--- config.mk ---
export PLATFORM = sky130hd
export DESIGN_NAME = center_crop_nearest_resize_rgb565_top_flat
export DESIGN_NICKNAME = d
export VERILOG_FILES = /design/src/ccnr_pkg.sv /design/src/ccnr_if.sv /design/src/center_crop_nearest_resize_rgb565_top.sv /design/src/flat_wrapper.sv
export SDC_FILE = /design/constraint.sdc
export NUM_CORES = 1
export LEC_CHECK = 0
export ABC_CLOCK_PERIOD_IN_PS = 6190
export BUFFER_PORTS_ARGS = -buffer_cell sky130_fd_sc_hd__buf_2
export CORE_ASPECT_RATIO = 0.6
export CORE_MARGIN = 8
export CORE_UTILIZATION = 40
export CTS_CLUSTER_DIAMETER = 120
export CTS_CLUSTER_SIZE = 24
export DETAILED_ROUTE_END_ITERATION = 10
export PLACE_DENSITY = 0.55
export SLEW_MARGIN = 40
export SYNTH_ARGS = -nofsm -noshare
export SYNTH_HDL_FRONTEND = slang
export SYNTH_SLANG_ARGS = --single-unit
--- constraint.sdc ---
create_clock -name clk -period 6.19 [get_ports clk]
set_clock_uncertainty 0.05 [all_clocks]
set_input_delay 1.238 -clock clk [delete_from_list [all_inputs] [get_ports clk]]
set_output_delay 1.238 -clock clk [all_outputs]
set_load 0.03 [all_outputs]
--- src/ccnr_pkg.sv ---
package ccnr_pkg;

  // Field and counter widths
  localparam int unsigned MAX_SIZE = 2048;
  localparam int unsigned SIZE_W   = $clog2(MAX_SIZE + 1);     // 1..MAX_SIZE
  localparam int unsigned POS_W    = $clog2(MAX_SIZE);         // 0..MAX_SIZE-1
  localparam int unsigned OFF_W    = $clog2(MAX_SIZE / 2);     // crop offset
  localparam int unsigned ACC_W    = 2 * POS_W + 1;            // up to MAX_SIZE^2
  localparam int unsigned CFG_W    = 12;
  localparam int unsigned CFG_IDX_W = 3;
  localparam int unsigned PIX_W    = 16;
  localparam int unsigned CHAN_W   = 8;

  localparam logic [CFG_W-1:0] CFG_RESET = CFG_W'(320);

  // Configuration register indexes
  typedef enum logic [CFG_IDX_W-1:0] {
    REG_SOURCE_WIDTH  = 3'd0,
    REG_SOURCE_HEIGHT = 3'd1,
    REG_TARGET_WIDTH  = 3'd2,
    REG_TARGET_HEIGHT = 3'd3
  } cfg_reg_t;

  // Effective frame geometry, derived from the four registers
  typedef struct packed {
    logic [SIZE_W-1:0] w;
    logic [SIZE_W-1:0] h;
    logic [SIZE_W-1:0] tw;
    logic [SIZE_W-1:0] th;
    logic [OFF_W-1:0]  off;
  } geom_t;

  typedef logic [31:0][CHAN_W-1:0] exp5_tab_t;
  typedef logic [63:0][CHAN_W-1:0] exp6_tab_t;

  // Clamp a register value to 1..MAX_SIZE
  function automatic logic [SIZE_W-1:0] eff_size(input logic [CFG_W-1:0] v);
    logic [SIZE_W-1:0] r;
    if (v == '0) begin
      r = SIZE_W'(1);
    end else if (32'(v) > MAX_SIZE) begin
      r = SIZE_W'(MAX_SIZE);
    end else begin
      r = SIZE_W'(v);
    end
    return r;
  endfunction

  function automatic geom_t calc_geom(input logic [CFG_W-1:0] sw,
                                      input logic [CFG_W-1:0] sh,
                                      input logic [CFG_W-1:0] tw,
                                      input logic [CFG_W-1:0] th);
    geom_t             g;
    logic [SIZE_W-1:0] t;
    logic [SIZE_W-1:0] diff;
    g.w  = eff_size(sw);
    g.h  = eff_size(sh);
    t    = eff_size(tw);
    g.tw = (t > g.h) ? g.h : t;
    t    = eff_size(th);
    g.th = (t > g.h) ? g.h : t;
    diff = g.w - g.h;
    g.off = (g.w > g.h) ? OFF_W'(diff >> 1) : '0;
    return g;
  endfunction

  localparam geom_t GEOM_RESET = calc_geom(CFG_RESET, CFG_RESET, CFG_RESET, CFG_RESET);

  // Channel expansion tables: floor(c * 255 / max), worked out at elaboration
  function automatic exp5_tab_t build_exp5();
    exp5_tab_t t;
    for (int i = 0; i < 32; i++) begin
      t[i] = CHAN_W'((i * 255) / 31);
    end
    return t;
  endfunction

  function automatic exp6_tab_t build_exp6();
    exp6_tab_t t;
    for (int i = 0; i < 64; i++) begin
      t[i] = CHAN_W'((i * 255) / 63);
    end
    return t;
  endfunction

  localparam exp5_tab_t EXP5_TAB = build_exp5();
  localparam exp6_tab_t EXP6_TAB = build_exp6();

endpackage

--- src/ccnr_if.sv ---
// Source pixel channel
interface ccnr_pix_if;
  logic                         valid;
  logic                         ready;
  logic [ccnr_pkg::PIX_W-1:0]   pixel;

  modport source (output valid, output pixel, input ready);
  modport sink   (input valid, input pixel, output ready);
endinterface

// Resized pixel channel
interface ccnr_rgb_if;
  logic                                valid;
  logic                                ready;
  logic signed [ccnr_pkg::CHAN_W-1:0]  red;
  logic signed [ccnr_pkg::CHAN_W-1:0]  green;
  logic signed [ccnr_pkg::CHAN_W-1:0]  blue;
  logic                                row_end;
  logic                                frame_end;

  modport source (output valid, output red, output green, output blue,
                  output row_end, output frame_end, input ready);
  modport sink   (input valid, input red, input green, input blue,
                  input row_end, input frame_end, output ready);
endinterface

--- src/center_crop_nearest_resize_rgb565_top.sv ---
// Channel   Dir  Payload                                 Transfer
// in_pix    in   pixel[15:0] RGB565                      valid & ready
// out_px    out  red, green, blue (s8), row_end, frame_end valid & ready
// cfg_*     in   cfg_index[2:0], cfg_wdata[11:0]         cfg_we
//
// One source pixel per cycle while in_pix.ready is high; a picked pixel appears at
// the output in the cycle after its transfer, through a single output register.
// in_pix.ready drops only while that register is full and not being taken.
// Synchronous active-low reset loads 320 into all four registers and starts
// a new frame; any register write also restarts the frame.
module center_crop_nearest_resize_rgb565_top (
  input  logic                            clk,
  input  logic                            rst_n,
  ccnr_pix_if.sink                        in_pix,
  ccnr_rgb_if.source                      out_px,
  input  logic                            cfg_we,
  input  logic [ccnr_pkg::CFG_IDX_W-1:0]  cfg_index,
  input  logic [ccnr_pkg::CFG_W-1:0]      cfg_wdata
);
  import ccnr_pkg::*;

  // Configuration and derived geometry
  logic [CFG_W-1:0] src_w_r, src_h_r, tgt_w_r, tgt_h_r;
  logic [CFG_W-1:0] src_w_nxt, src_h_nxt, tgt_w_nxt, tgt_h_nxt;
  geom_t            geom_r;
  geom_t            geom_nxt;
  logic             cfg_hit;

  // Frame position state
  logic [POS_W-1:0]  src_col_r, src_col_nxt;
  logic [POS_W-1:0]  src_row_r, src_row_nxt;
  logic [ACC_W-1:0]  col_acc_r, col_acc_nxt;
  logic [ACC_W-1:0]  col_bound_r, col_bound_nxt;
  logic [ACC_W-1:0]  row_acc_r, row_acc_nxt;
  logic [ACC_W-1:0]  row_bound_r, row_bound_nxt;
  logic [SIZE_W-1:0] out_col_r, out_col_nxt;
  logic [SIZE_W-1:0] out_row_r, out_row_nxt;

  // Output register
  logic                     out_valid_r, out_valid_nxt;
  logic signed [CHAN_W-1:0] red_r, green_r, blue_r;
  logic                     row_end_r, frame_end_r;

  // Per-pixel decisions
  logic              in_xfer;
  logic [SIZE_W-1:0] col_ext;
  logic [SIZE_W-1:0] crop_pos;
  logic              in_crop;
  logic              row_sel;
  logic              col_sel;
  logic              emit;
  logic              last_col;
  logic              last_row;
  logic              re;
  logic              fe;

  // Register writes
  always_comb begin
    src_w_nxt = src_w_r;
    src_h_nxt = src_h_r;
    tgt_w_nxt = tgt_w_r;
    tgt_h_nxt = tgt_h_r;
    cfg_hit   = 1'b0;
    if (cfg_we) begin
      unique case (cfg_index)
        REG_SOURCE_WIDTH:  begin src_w_nxt = cfg_wdata; cfg_hit = 1'b1; end
        REG_SOURCE_HEIGHT: begin src_h_nxt = cfg_wdata; cfg_hit = 1'b1; end
        REG_TARGET_WIDTH:  begin tgt_w_nxt = cfg_wdata; cfg_hit = 1'b1; end
        REG_TARGET_HEIGHT: begin tgt_h_nxt = cfg_wdata; cfg_hit = 1'b1; end
        default:           cfg_hit = 1'b0;
      endcase
    end
    geom_nxt = calc_geom(src_w_nxt, src_h_nxt, tgt_w_nxt, tgt_h_nxt);
  end

  // Accept while the output register is empty or being drained
  assign in_pix.ready = !out_valid_r || out_px.ready;
  assign in_xfer      = in_pix.valid && in_pix.ready;

  // Crop window, selection and end marks
  always_comb begin
    col_ext  = {1'b0, src_col_r};
    crop_pos = col_ext - SIZE_W'(geom_r.off);
    in_crop  = (col_ext >= SIZE_W'(geom_r.off)) && (crop_pos < geom_r.h);
    row_sel  = (row_acc_r < row_bound_r) && (out_row_r < geom_r.th);
    col_sel  = in_crop && (col_acc_r < col_bound_r) && (out_col_r < geom_r.tw);
    emit     = row_sel && col_sel;
    re       = (out_col_r == geom_r.tw - SIZE_W'(1));
    fe       = re && (out_row_r == geom_r.th - SIZE_W'(1));
    last_col = (col_ext + SIZE_W'(1)) >= geom_r.w;
    last_row = ({1'b0, src_row_r} + SIZE_W'(1)) >= geom_r.h;
  end

  // Advance the frame position for one source pixel
  always_comb begin
    src_col_nxt   = src_col_r;
    src_row_nxt   = src_row_r;
    col_acc_nxt   = col_acc_r;
    col_bound_nxt = col_bound_r;
    row_acc_nxt   = row_acc_r;
    row_bound_nxt = row_bound_r;
    out_col_nxt   = out_col_r;
    out_row_nxt   = out_row_r;
    if (in_crop) begin
      col_bound_nxt = col_bound_r + ACC_W'(geom_r.tw);
      if (col_sel) begin
        col_acc_nxt = col_acc_r + ACC_W'(geom_r.h);
      end
    end
    if (emit) begin
      out_col_nxt = out_col_r + SIZE_W'(1);
    end
    if (last_col) begin
      if (last_row) begin
        src_row_nxt   = '0;
        row_acc_nxt   = '0;
        row_bound_nxt = ACC_W'(geom_r.th);
        out_row_nxt   = '0;
      end else begin
        src_row_nxt   = src_row_r + POS_W'(1);
        row_bound_nxt = row_bound_r + ACC_W'(geom_r.th);
        if (row_sel) begin
          row_acc_nxt = row_acc_r + ACC_W'(geom_r.h);
          out_row_nxt = out_row_r + SIZE_W'(1);
        end
      end
      src_col_nxt   = '0;
      col_acc_nxt   = '0;
      col_bound_nxt = ACC_W'(geom_r.tw);
      out_col_nxt   = '0;
    end else begin
      src_col_nxt = src_col_r + POS_W'(1);
    end
  end

  // Output valid: load on transfer, drop once taken
  always_comb begin
    if (in_xfer) begin
      out_valid_nxt = emit;
    end else if (out_px.ready) begin
      out_valid_nxt = 1'b0;
    end else begin
      out_valid_nxt = out_valid_r;
    end
  end

  // Control state
  always_ff @(posedge clk) begin
    if (!rst_n) begin
      src_w_r     <= CFG_RESET;
      src_h_r     <= CFG_RESET;
      tgt_w_r     <= CFG_RESET;
      tgt_h_r     <= CFG_RESET;
      geom_r      <= GEOM_RESET;
      src_col_r   <= '0;
      src_row_r   <= '0;
      col_acc_r   <= '0;
      col_bound_r <= ACC_W'(GEOM_RESET.tw);
      row_acc_r   <= '0;
      row_bound_r <= ACC_W'(GEOM_RESET.th);
      out_col_r   <= '0;
      out_row_r   <= '0;
      out_valid_r <= 1'b0;
    end else begin
      out_valid_r <= out_valid_nxt;
      if (cfg_hit) begin
        src_w_r     <= src_w_nxt;
        src_h_r     <= src_h_nxt;
        tgt_w_r     <= tgt_w_nxt;
        tgt_h_r     <= tgt_h_nxt;
        geom_r      <= geom_nxt;
        src_col_r   <= '0;
        src_row_r   <= '0;
        col_acc_r   <= '0;
        col_bound_r <= ACC_W'(geom_nxt.tw);
        row_acc_r   <= '0;
        row_bound_r <= ACC_W'(geom_nxt.th);
        out_col_r   <= '0;
        out_row_r   <= '0;
      end else if (in_xfer) begin
        src_col_r   <= src_col_nxt;
        src_row_r   <= src_row_nxt;
        col_acc_r   <= col_acc_nxt;
        col_bound_r <= col_bound_nxt;
        row_acc_r   <= row_acc_nxt;
        row_bound_r <= row_bound_nxt;
        out_col_r   <= out_col_nxt;
        out_row_r   <= out_row_nxt;
      end
    end
  end

  // Output payload: expand each channel and flip the sign bit
  always_ff @(posedge clk) begin
    if (in_xfer && emit) begin
      red_r       <= EXP5_TAB[in_pix.pixel[15:11]] ^ CHAN_W'(128);
      green_r     <= EXP6_TAB[in_pix.pixel[10:5]] ^ CHAN_W'(128);
      blue_r      <= EXP5_TAB[in_pix.pixel[4:0]] ^ CHAN_W'(128);
      row_end_r   <= re;
      frame_end_r <= fe;
    end
  end

  assign out_px.valid     = out_valid_r;
  assign out_px.red       = red_r;
  assign out_px.green     = green_r;
  assign out_px.blue      = blue_r;
  assign out_px.row_end   = row_end_r;
  assign out_px.frame_end = frame_end_r;

endmodule

--- src/flat_wrapper.sv ---
// flat-port wrapper written by rule: the top's interface ports become plain ports
module center_crop_nearest_resize_rgb565_top_flat import ccnr_pkg::*;
  (clk, rst_n, cfg_we, cfg_index, cfg_wdata, in_pix_valid, in_pix_pixel, in_pix_ready, out_px_valid, out_px_red, out_px_green, out_px_blue, out_px_row_end, out_px_frame_end, out_px_ready);
  ccnr_pix_if in_pix_i ();
  ccnr_rgb_if out_px_i ();
  input  logic clk;
  input  logic rst_n;
  input  logic cfg_we;
  input  logic [ccnr_pkg::CFG_IDX_W-1:0] cfg_index;
  input  logic [ccnr_pkg::CFG_W-1:0] cfg_wdata;
  input wire logic [$bits(in_pix_i.valid)-1:0] in_pix_valid;
  input wire logic [$bits(in_pix_i.pixel)-1:0] in_pix_pixel;
  output wire logic [$bits(in_pix_i.ready)-1:0] in_pix_ready;
  output wire logic [$bits(out_px_i.valid)-1:0] out_px_valid;
  output wire logic [$bits(out_px_i.red)-1:0] out_px_red;
  output wire logic [$bits(out_px_i.green)-1:0] out_px_green;
  output wire logic [$bits(out_px_i.blue)-1:0] out_px_blue;
  output wire logic [$bits(out_px_i.row_end)-1:0] out_px_row_end;
  output wire logic [$bits(out_px_i.frame_end)-1:0] out_px_frame_end;
  input wire logic [$bits(out_px_i.ready)-1:0] out_px_ready;
  assign in_pix_i.valid = in_pix_valid;
  assign in_pix_i.pixel = in_pix_pixel;
  assign in_pix_ready = in_pix_i.ready;
  assign out_px_valid = out_px_i.valid;
  assign out_px_red = out_px_i.red;
  assign out_px_green = out_px_i.green;
  assign out_px_blue = out_px_i.blue;
  assign out_px_row_end = out_px_i.row_end;
  assign out_px_frame_end = out_px_i.frame_end;
  assign out_px_i.ready = out_px_ready;
  center_crop_nearest_resize_rgb565_top u_core (.clk(clk), .rst_n(rst_n), .in_pix(in_pix_i), .out_px(out_px_i), .cfg_we(cfg_we), .cfg_index(cfg_index), .cfg_wdata(cfg_wdata));
endmodule
* Word-level counts from Yosys, hierarchy flattened
Memories as Yosys holds them, arrays and structs flattened.
Index checks and enable logic that the tools add are counted.
** Word-level totals
- Bits in registers :: 271
- Memory bits (read-only) :: 1024
- Input bits :: 36
- Memories kept :: 3
** Memory list
- (no name shown) :: words 64, width 8, read ports 1, clocked after Yosys merged registers in 0, write ports 0, RTL line center_crop_nearest_resize_rgb565_top.sv:197 : green_r <= EXP6_TAB[in_pix.pixel[10:5]] ^ CHAN_W'(128);
- (no name shown) :: words 32, width 8, read ports 1, clocked after Yosys merged registers in 0, write ports 0, RTL line center_crop_nearest_resize_rgb565_top.sv:198 : blue_r <= EXP5_TAB[in_pix.pixel[4:0]] ^ CHAN_W'(128);
- (no name shown) :: words 32, width 8, read ports 1, clocked after Yosys merged registers in 0, write ports 0, RTL line center_crop_nearest_resize_rgb565_top.sv:196 : red_r <= EXP5_TAB[in_pix.pixel[15:11]] ^ CHAN_W'(128);
** Operators by class
- Add/subtract/negate cells :: 14
- Order comparisons :: 18
- Eq/ne operators :: 5
- Muxes and demuxes :: 45
- Bitwise logic cells :: 4
- Reduce and logical (&&, ||, !) cells :: 32
** Operators by type and width (count)
- 2-to-1 mux 12 bit :: 27
- 2-to-1 mux 23 bit :: 8
- adder 23 x 12 -> 23 bit :: 4
- greater-than comparator 12 bit (second input constant) :: 4
- logical NOT 12 bit :: 4
- less-than comparator 23 bit :: 2
- greater-than comparator 12 bit :: 3
- less-than comparator 12 bit :: 3
- adder 11 x 1 -> 12 bit (second input constant) :: 2
- adder 12 x 1 -> 12 bit (second input constant) :: 2
- == test 12 bit :: 2
- greater-or-equal comparator 12 bit :: 2
- 2-to-1 mux 8 bit :: 3
- subtractor 12 x 1 -> 12 bit (second input constant) :: 2
- adder 11 x 1 -> 11 bit (second input constant) :: 2
- 2-to-1 mux 11 bit :: 2
- nonzero test 2 bit :: 7
- less-than comparator 5 x 6 -> 1 bit (second input constant) :: 2
- subtractor 11 x 10 -> 12 bit :: 1
- greater-or-equal comparator 11 x 10 -> 1 bit :: 1
- subtractor 11 bit :: 1
- 2-to-1 mux 10 bit :: 1
- AND reduction 2 bit :: 5
- logical AND 1 bit :: 8
- other kinds (12) :: 20

* Depth between registers and ports, before layout
- Word-level depth :: 9
- Gate-level depth with buffers :: 21

* Worst setup path after synthesis
No wires, ideal clock.
- Path type :: input -> register
- From :: in cfg_index[1] in the netlist's numbering
- To :: reg u_core.row_bound_r[4]
- Data arrival time :: 4.837 ns
- Required time :: 6.009 ns
- Slack :: 1.172 ns
- Stages on the path :: 15
- Path through :: nor4bb_1 clkbuf_1 mux2_2 inv_1 xnor2_1 or2_2 ha_1 a21o_1 a21o_1 a21oi_1 nand2_1 o21ai_1 mux2_2 o21ai_0 o32ai_1
** Between the ends
- Word-level cells in the longest chain between the ends :: 9
** Ends and longest elaborated chain
- start: declaration :: RTL line flat_wrapper.sv:9 : input logic [ccnr_pkg::CFG_IDX_W-1:0] cfg_index;
- == test 3 x 2 -> 1 bit or == test 3 x 1 -> 1 bit (tied branches) :: RTL line center_crop_nearest_resize_rgb565_top.sv:65 : unique case (cfg_index)
- 2-to-1 mux 12 bit :: RTL line center_crop_nearest_resize_rgb565_top.sv:65
- 2-to-1 mux 12 bit :: RTL line center_crop_nearest_resize_rgb565_top.sv:64 : if (cfg_we) begin
- greater-than comparator 12 bit :: RTL line ccnr_pkg.sv:41 : end else if (32'(v) > MAX_SIZE) begin
- 2-to-1 mux 12 bit :: RTL line ccnr_pkg.sv:41
- 2-to-1 mux 12 bit :: RTL line ccnr_pkg.sv:39 : if (v == '0) begin
- greater-than comparator 12 bit :: RTL line ccnr_pkg.sv:61 : g.th = (t > g.h) ? g.h : t;
- 2-to-1 mux 12 bit :: RTL line ccnr_pkg.sv:61
- 2-to-1 mux 12 bit :: RTL line center_crop_nearest_resize_rgb565_top.sv:166 : if (cfg_hit) begin
- end signal: assignment :: RTL line center_crop_nearest_resize_rgb565_top.sv:160 : row_bound_r <= ACC_W'(GEOM_RESET.th);
- end signal: assignment :: RTL line center_crop_nearest_resize_rgb565_top.sv:177 : row_bound_r <= ACC_W'(geom_nxt.th);
- end signal: assignment :: RTL line center_crop_nearest_resize_rgb565_top.sv:186 : row_bound_r <= row_bound_nxt;
- end: declaration :: RTL line center_crop_nearest_resize_rgb565_top.sv:35 : logic [ACC_W-1:0] row_bound_r, row_bound_nxt;
Several ways; a longest one is shown, not always the timed one.
A chain may end at the register's enable or synchronous reset.

* Worst setup path after layout
- From :: reg u_core.src_col_r[1]
- To :: reg u_core.green_r[5], in the netlist u_core.out_px.green[5] (enable)
** Between the ends
- Word-level cells in the longest chain between the ends :: 7
** Ends and longest elaborated chain
- start: declaration :: RTL line center_crop_nearest_resize_rgb565_top.sv:30 : logic [POS_W-1:0] src_col_r, src_col_nxt;
- start signal: assignment :: RTL line center_crop_nearest_resize_rgb565_top.sv:181 : src_col_r <= src_col_nxt;
- subtractor 11 x 10 -> 12 bit :: RTL line center_crop_nearest_resize_rgb565_top.sv:83 : crop_pos = col_ext - SIZE_W'(geom_r.off);
- less-than comparator 12 bit :: RTL line center_crop_nearest_resize_rgb565_top.sv:84 : in_crop = (col_ext >= SIZE_W'(geom_r.off)) && (crop_pos < geom_r.h);
- logical AND 1 bit (*) :: RTL line center_crop_nearest_resize_rgb565_top.sv:84
- logical AND 1 bit (*) (2 in a row) :: RTL line center_crop_nearest_resize_rgb565_top.sv:86 : col_sel = in_crop && (col_acc_r < col_bound_r) && (out_col_r < geom_r.tw);
- logical AND 1 bit (*) :: RTL line center_crop_nearest_resize_rgb565_top.sv:87 : emit = row_sel && col_sel;
- logical AND 1 bit (*) :: RTL line center_crop_nearest_resize_rgb565_top.sv:195 : if (in_xfer && emit) begin
- end signal: assignment :: RTL line center_crop_nearest_resize_rgb565_top.sv:197
- end: declaration :: RTL line center_crop_nearest_resize_rgb565_top.sv:41 : logic signed [CHAN_W-1:0] red_r, green_r, blue_r;
Mark *: on every way between the ends. The rest lies on a longest branch, timed or not.

==> impl_metrics.py <==
metrics = {
    "clocking": {
        "cts.sinks": 271,
        "cts_root_buffer": "clkbuf_16",
        "ctsResizeCount": 0,
        "post-cts-setup-buffer-count": 0,
        "cts.clk_slew.worst_paths_ns": 0.10,
        "ctsLongestPathBuffers": 3,
        "cts_tree": "built",
        "hold_buffers": 0,
        "clock_latency_ns": 0.55,
        "htreeDepth": 1,
        "cts_buffers": 15,
    },
    "cells_and_area": {
        "syn_to_final_growth_pct": 8.398,
        "design.final.nets": 2470,
        "layout_cell_share_with_drive_strength_beyond_1_pct": 7.589,
    },
    "yosys": {
        "syn-mean-instance-area_um2": 8.329,
        "post_synth_instance_area_mm2": 0.01819,
        "synth_warnings": 0,
        "synthTopCellsByArea": "dfxtp_1 (27%), ha_1 (14%), nor2_1 (4.5%)",
        "ys_dominant_reg_cell": "dfxtp_1",
        "synth_most_common_cell": "dfxtp_1",
        "synth_top_cell_area_share_pct": 26.96,
        "syn_nets": 2429,
        "async_reset_ff_share_pct": 0,
        "synth.distinct_cells": 78,
        "synthTopCellsByCount": "dfxtp_1 (245), nor2_1 (220), ha_1 (203)",
        "postSynthCellCount": 2184,
        "seq_area_frac_synth_pct": 31.25,
        "synth-edff-count": 26,
        "ys_ff_latch": 271,
        "synth_top_cell_by_area": "dfxtp_1",
    },
    "place": {
        "place.gp.congestion": 0.9561,
        "place_worst_setup_slack_ns": 0.8431,
        "buffer_ports.inserted": 63,
        "place.detailed.hpwl_um": 45580,
    },
    "power_and_ir_drop": {
        "worst_ir_drop_vdd_uv": 200.6,
        "power.static_leakage_nw": 7.993,
        "power_density_mw_per_mm2": 223.6,
        "totalPowerFinal_mw": 4.410,
    },
    "global_routing": {
        "grt.total_usage_pct": 21.02,
        "wire_length_of_the_first_global_routing_pass_um": 88910,
        "globalRoute.totalOverflow": 0,
        "grt_start_max_net_pins": 54,
        "number_of_global_route_vias_before_repair": 14813,
        "grt_antenna_before_repair": 1,
    },
    "routing": {
        "routed_wirelength_um": 57720,
        "post_drt_wl_per_cell_um": 20.49,
        "drt.antenna.violating_nets": 0,
        "detail_route.drc_violations": 0,
        "via_count": 16188,
        "drt_first_iter_violations": 1850,
        "vias_per_cell": 5.747,
        "dr.pass1.iters": 6,
    },
    "sta": {
        "timing_max_transition_violations_final": 0,
        "setup_ws_ns": 0.9057,
        "fin_hold_ws_ns": 0.4322,
        "timing.final.crit_share_pct": 85.37,
        "achievable-frequency_mhz": 189.2,
        "shortest_clock_period_the_worst_path_allows_after_layout_ns": 5.284,
        "setup_viol": 0,
        "worst_slew_pin_slew_ns": 0.9111,
        "rsz_0062_raised_after_global_routing": "false",
        "slew_headroom_pct": 37.52,
        "timing_hold_violations_final": 0,
        "setup-tns-final_ns": 0,
    },
    "critical_path": {
        "timing.critical_path.slowest_stage_cell": "nand3_2",
        "crit_path_end_kind": "register",
        "crit_chain": "ha_1 -> nor2b_1 -> o21ai_0 -> a21boi_0 -> o21ai_0 -> a21oi_1 -> o21ai_0 -> nand3_1 -> o311ai_0 -> ha_1 -> a21o_1 -> a21o_1 -> a211oi_1 -> o21ai_1 -> nor3_1 -> nand3_2 -> inv_1 -> buf_4",
        "worstSetupPathType": "register to register",
        "worstSetupEndpoint": "u_core.out_px.green[5]",
        "cp.required_ns": 6.32,
        "crit_top_cell": "o21ai_0",
        "max_stage_delay_ns": 0.53,
        "critical_path_cell_count": 18,
        "cp-startpoint": "u_core.src_col_r[1]",
        "worst_r2r_path_depth": 18,
        "worst_ep_arrival_time_ns": 5.42,
        "worstReg2RegStart": "u_core.src_col_r[1]",
        "cpLargestDelayFamily": "compound AO/OA/AOI/OAI gates",
        "startpoint_types": "register",
        "r2r_end": "u_core.out_px.green[5]",
        "biggest_fanout_along_the_worst_timing_path": 26,
        "r2r_setup_slack_ns": 0.91,
        "critical_path_buf_inv_count": 2,
    },
    "flow_run": {
        "cap_violations": 0,
    },
    "floorplan": {
        "placement_rows": 60,
        "start_util_pct": 40.59,
        "floorplan.die_area_mm2": 0.05278,
        "die_extent_in_x_um": 291.3,
        "die_y_um": 181.2,
        "io_pins": 64,
        "core_area_mm2": 0.04482,
    },
    "outcome": {
        "outcome": "complete, no violations",
    },
    "min_path": {
        "min-delay-path-class": "register to register",
    },
}
-- per-stage QoR --
stage          utilization (%)  cells  instance area (um2)
2_1_floorplan                -   2184                18190
3_3_place_gp             42.96   2795                19250
3_5_place_dp             43.03   2796                19280
4_1_cts                  43.95   2815                19700
5_1_grt                  43.99   2816                19720
6_report                 44.00   2817                19720
-- layout make-up --
cell class / instances / area, um2
Timing Repair Buffer: 102 / 628.1
Antenna cell: 1 / 2.502
Clock inverter: 2 / 28.78
Inverter: 151 / 566.8
Tap cell: 589 / 737.0
Fill cell: 4410 / 25100
Sequential cell: 271 / 5685
Multi-Input combinational cell: 1684 / 11690
Clock buffer: 17 / 382.9
-- worst min-delay path: stages (launching register included) --
cell	delay, ns
dfxtp_1	0.34
nand2_1	0.06
a21oi_1	0.05
-- kinds of logic after synthesis --
logic type | synth area share, %
multiplexers | 3.611
buffers and inverters | 4.835
XOR/XNOR | 6.885
adder cells (fa/ha/maj) | 14.62
AO/OA/AOI/OAI | 19.15
flip-flops | 31.25
AND/OR/NAND/NOR | 19.64
-- power by group --
part           leakage [nW]  switching [mW]  internal [mW]  total [mW]
clock                 0.202           0.646          0.456        1.10
sequential             2.23          0.0863           1.91        1.99
combinational          5.57           0.855          0.458        1.31
-- worst min-delay path by stage --
stage | startpoint | end | slack [ns] | depth (start not counted)
after CTS | u_core.geom_r[48] | u_core.geom_r[48] | 0.43 | 2
final | u_core.src_row_r[1] | u_core.src_row_r[1] | 0.43 | 2
after detailed placement | u_core.src_row_r[1] | u_core.src_row_r[1] | 0.42 | 2
after floorplan | u_core.src_w_r[11] | u_core.src_w_r[11] | 0.37 | 2
after global routing | u_core.src_row_r[1] | u_core.src_row_r[1] | 0.45 | 2
after global placement | u_core.src_row_r[1] | u_core.src_row_r[1] | 0.41 | 2
-- sequential cells by signal, indices dropped and copies added (netlist names), 8 cells and up --
signal and flops:
u_core.tgt_h_r 12, u_core.out_px.red 8, u_core.out_row_r 12, u_core.row_bound_r 23, u_core.src_col_r 11, u_core.col_bound_r 23, u_core.out_px.green 8, u_core.out_px.blue 8
u_core.src_w_r 12, u_core.row_acc_r 23, u_core.src_h_r 12, u_core.src_row_r 11, u_core.out_col_r 12, u_core.geom_r 58, u_core.tgt_w_r 12, u_core.col_acc_r 23
-- metal layers --
| layer | GRT usage, % | wire length, um |
|---|---|---|
| met5 | 0 | 16 |
| met2 | 25.78 | 20070 |
| met3 | 5.790 | 5749 |
| met1 | 35.18 | 31350 |
| met4 | 2.186 | 538 |
-- layout by cell type, fill, tap and decap left out, drive strengths merged, types with 31 or more instances in the layout --
cell and count:
a21o 33, a21oi 138, and3 31, buf 102
dfxtp 245, ha 203, inv 152, mux2i 51
nand2 160, nand3 55, nand4 32, nor2 221
nor2b 53, nor3 44, o21ai 127, or3 33
xnor2 91, xor2 52
Note: power is estimated with default switching activity, not from simulation.
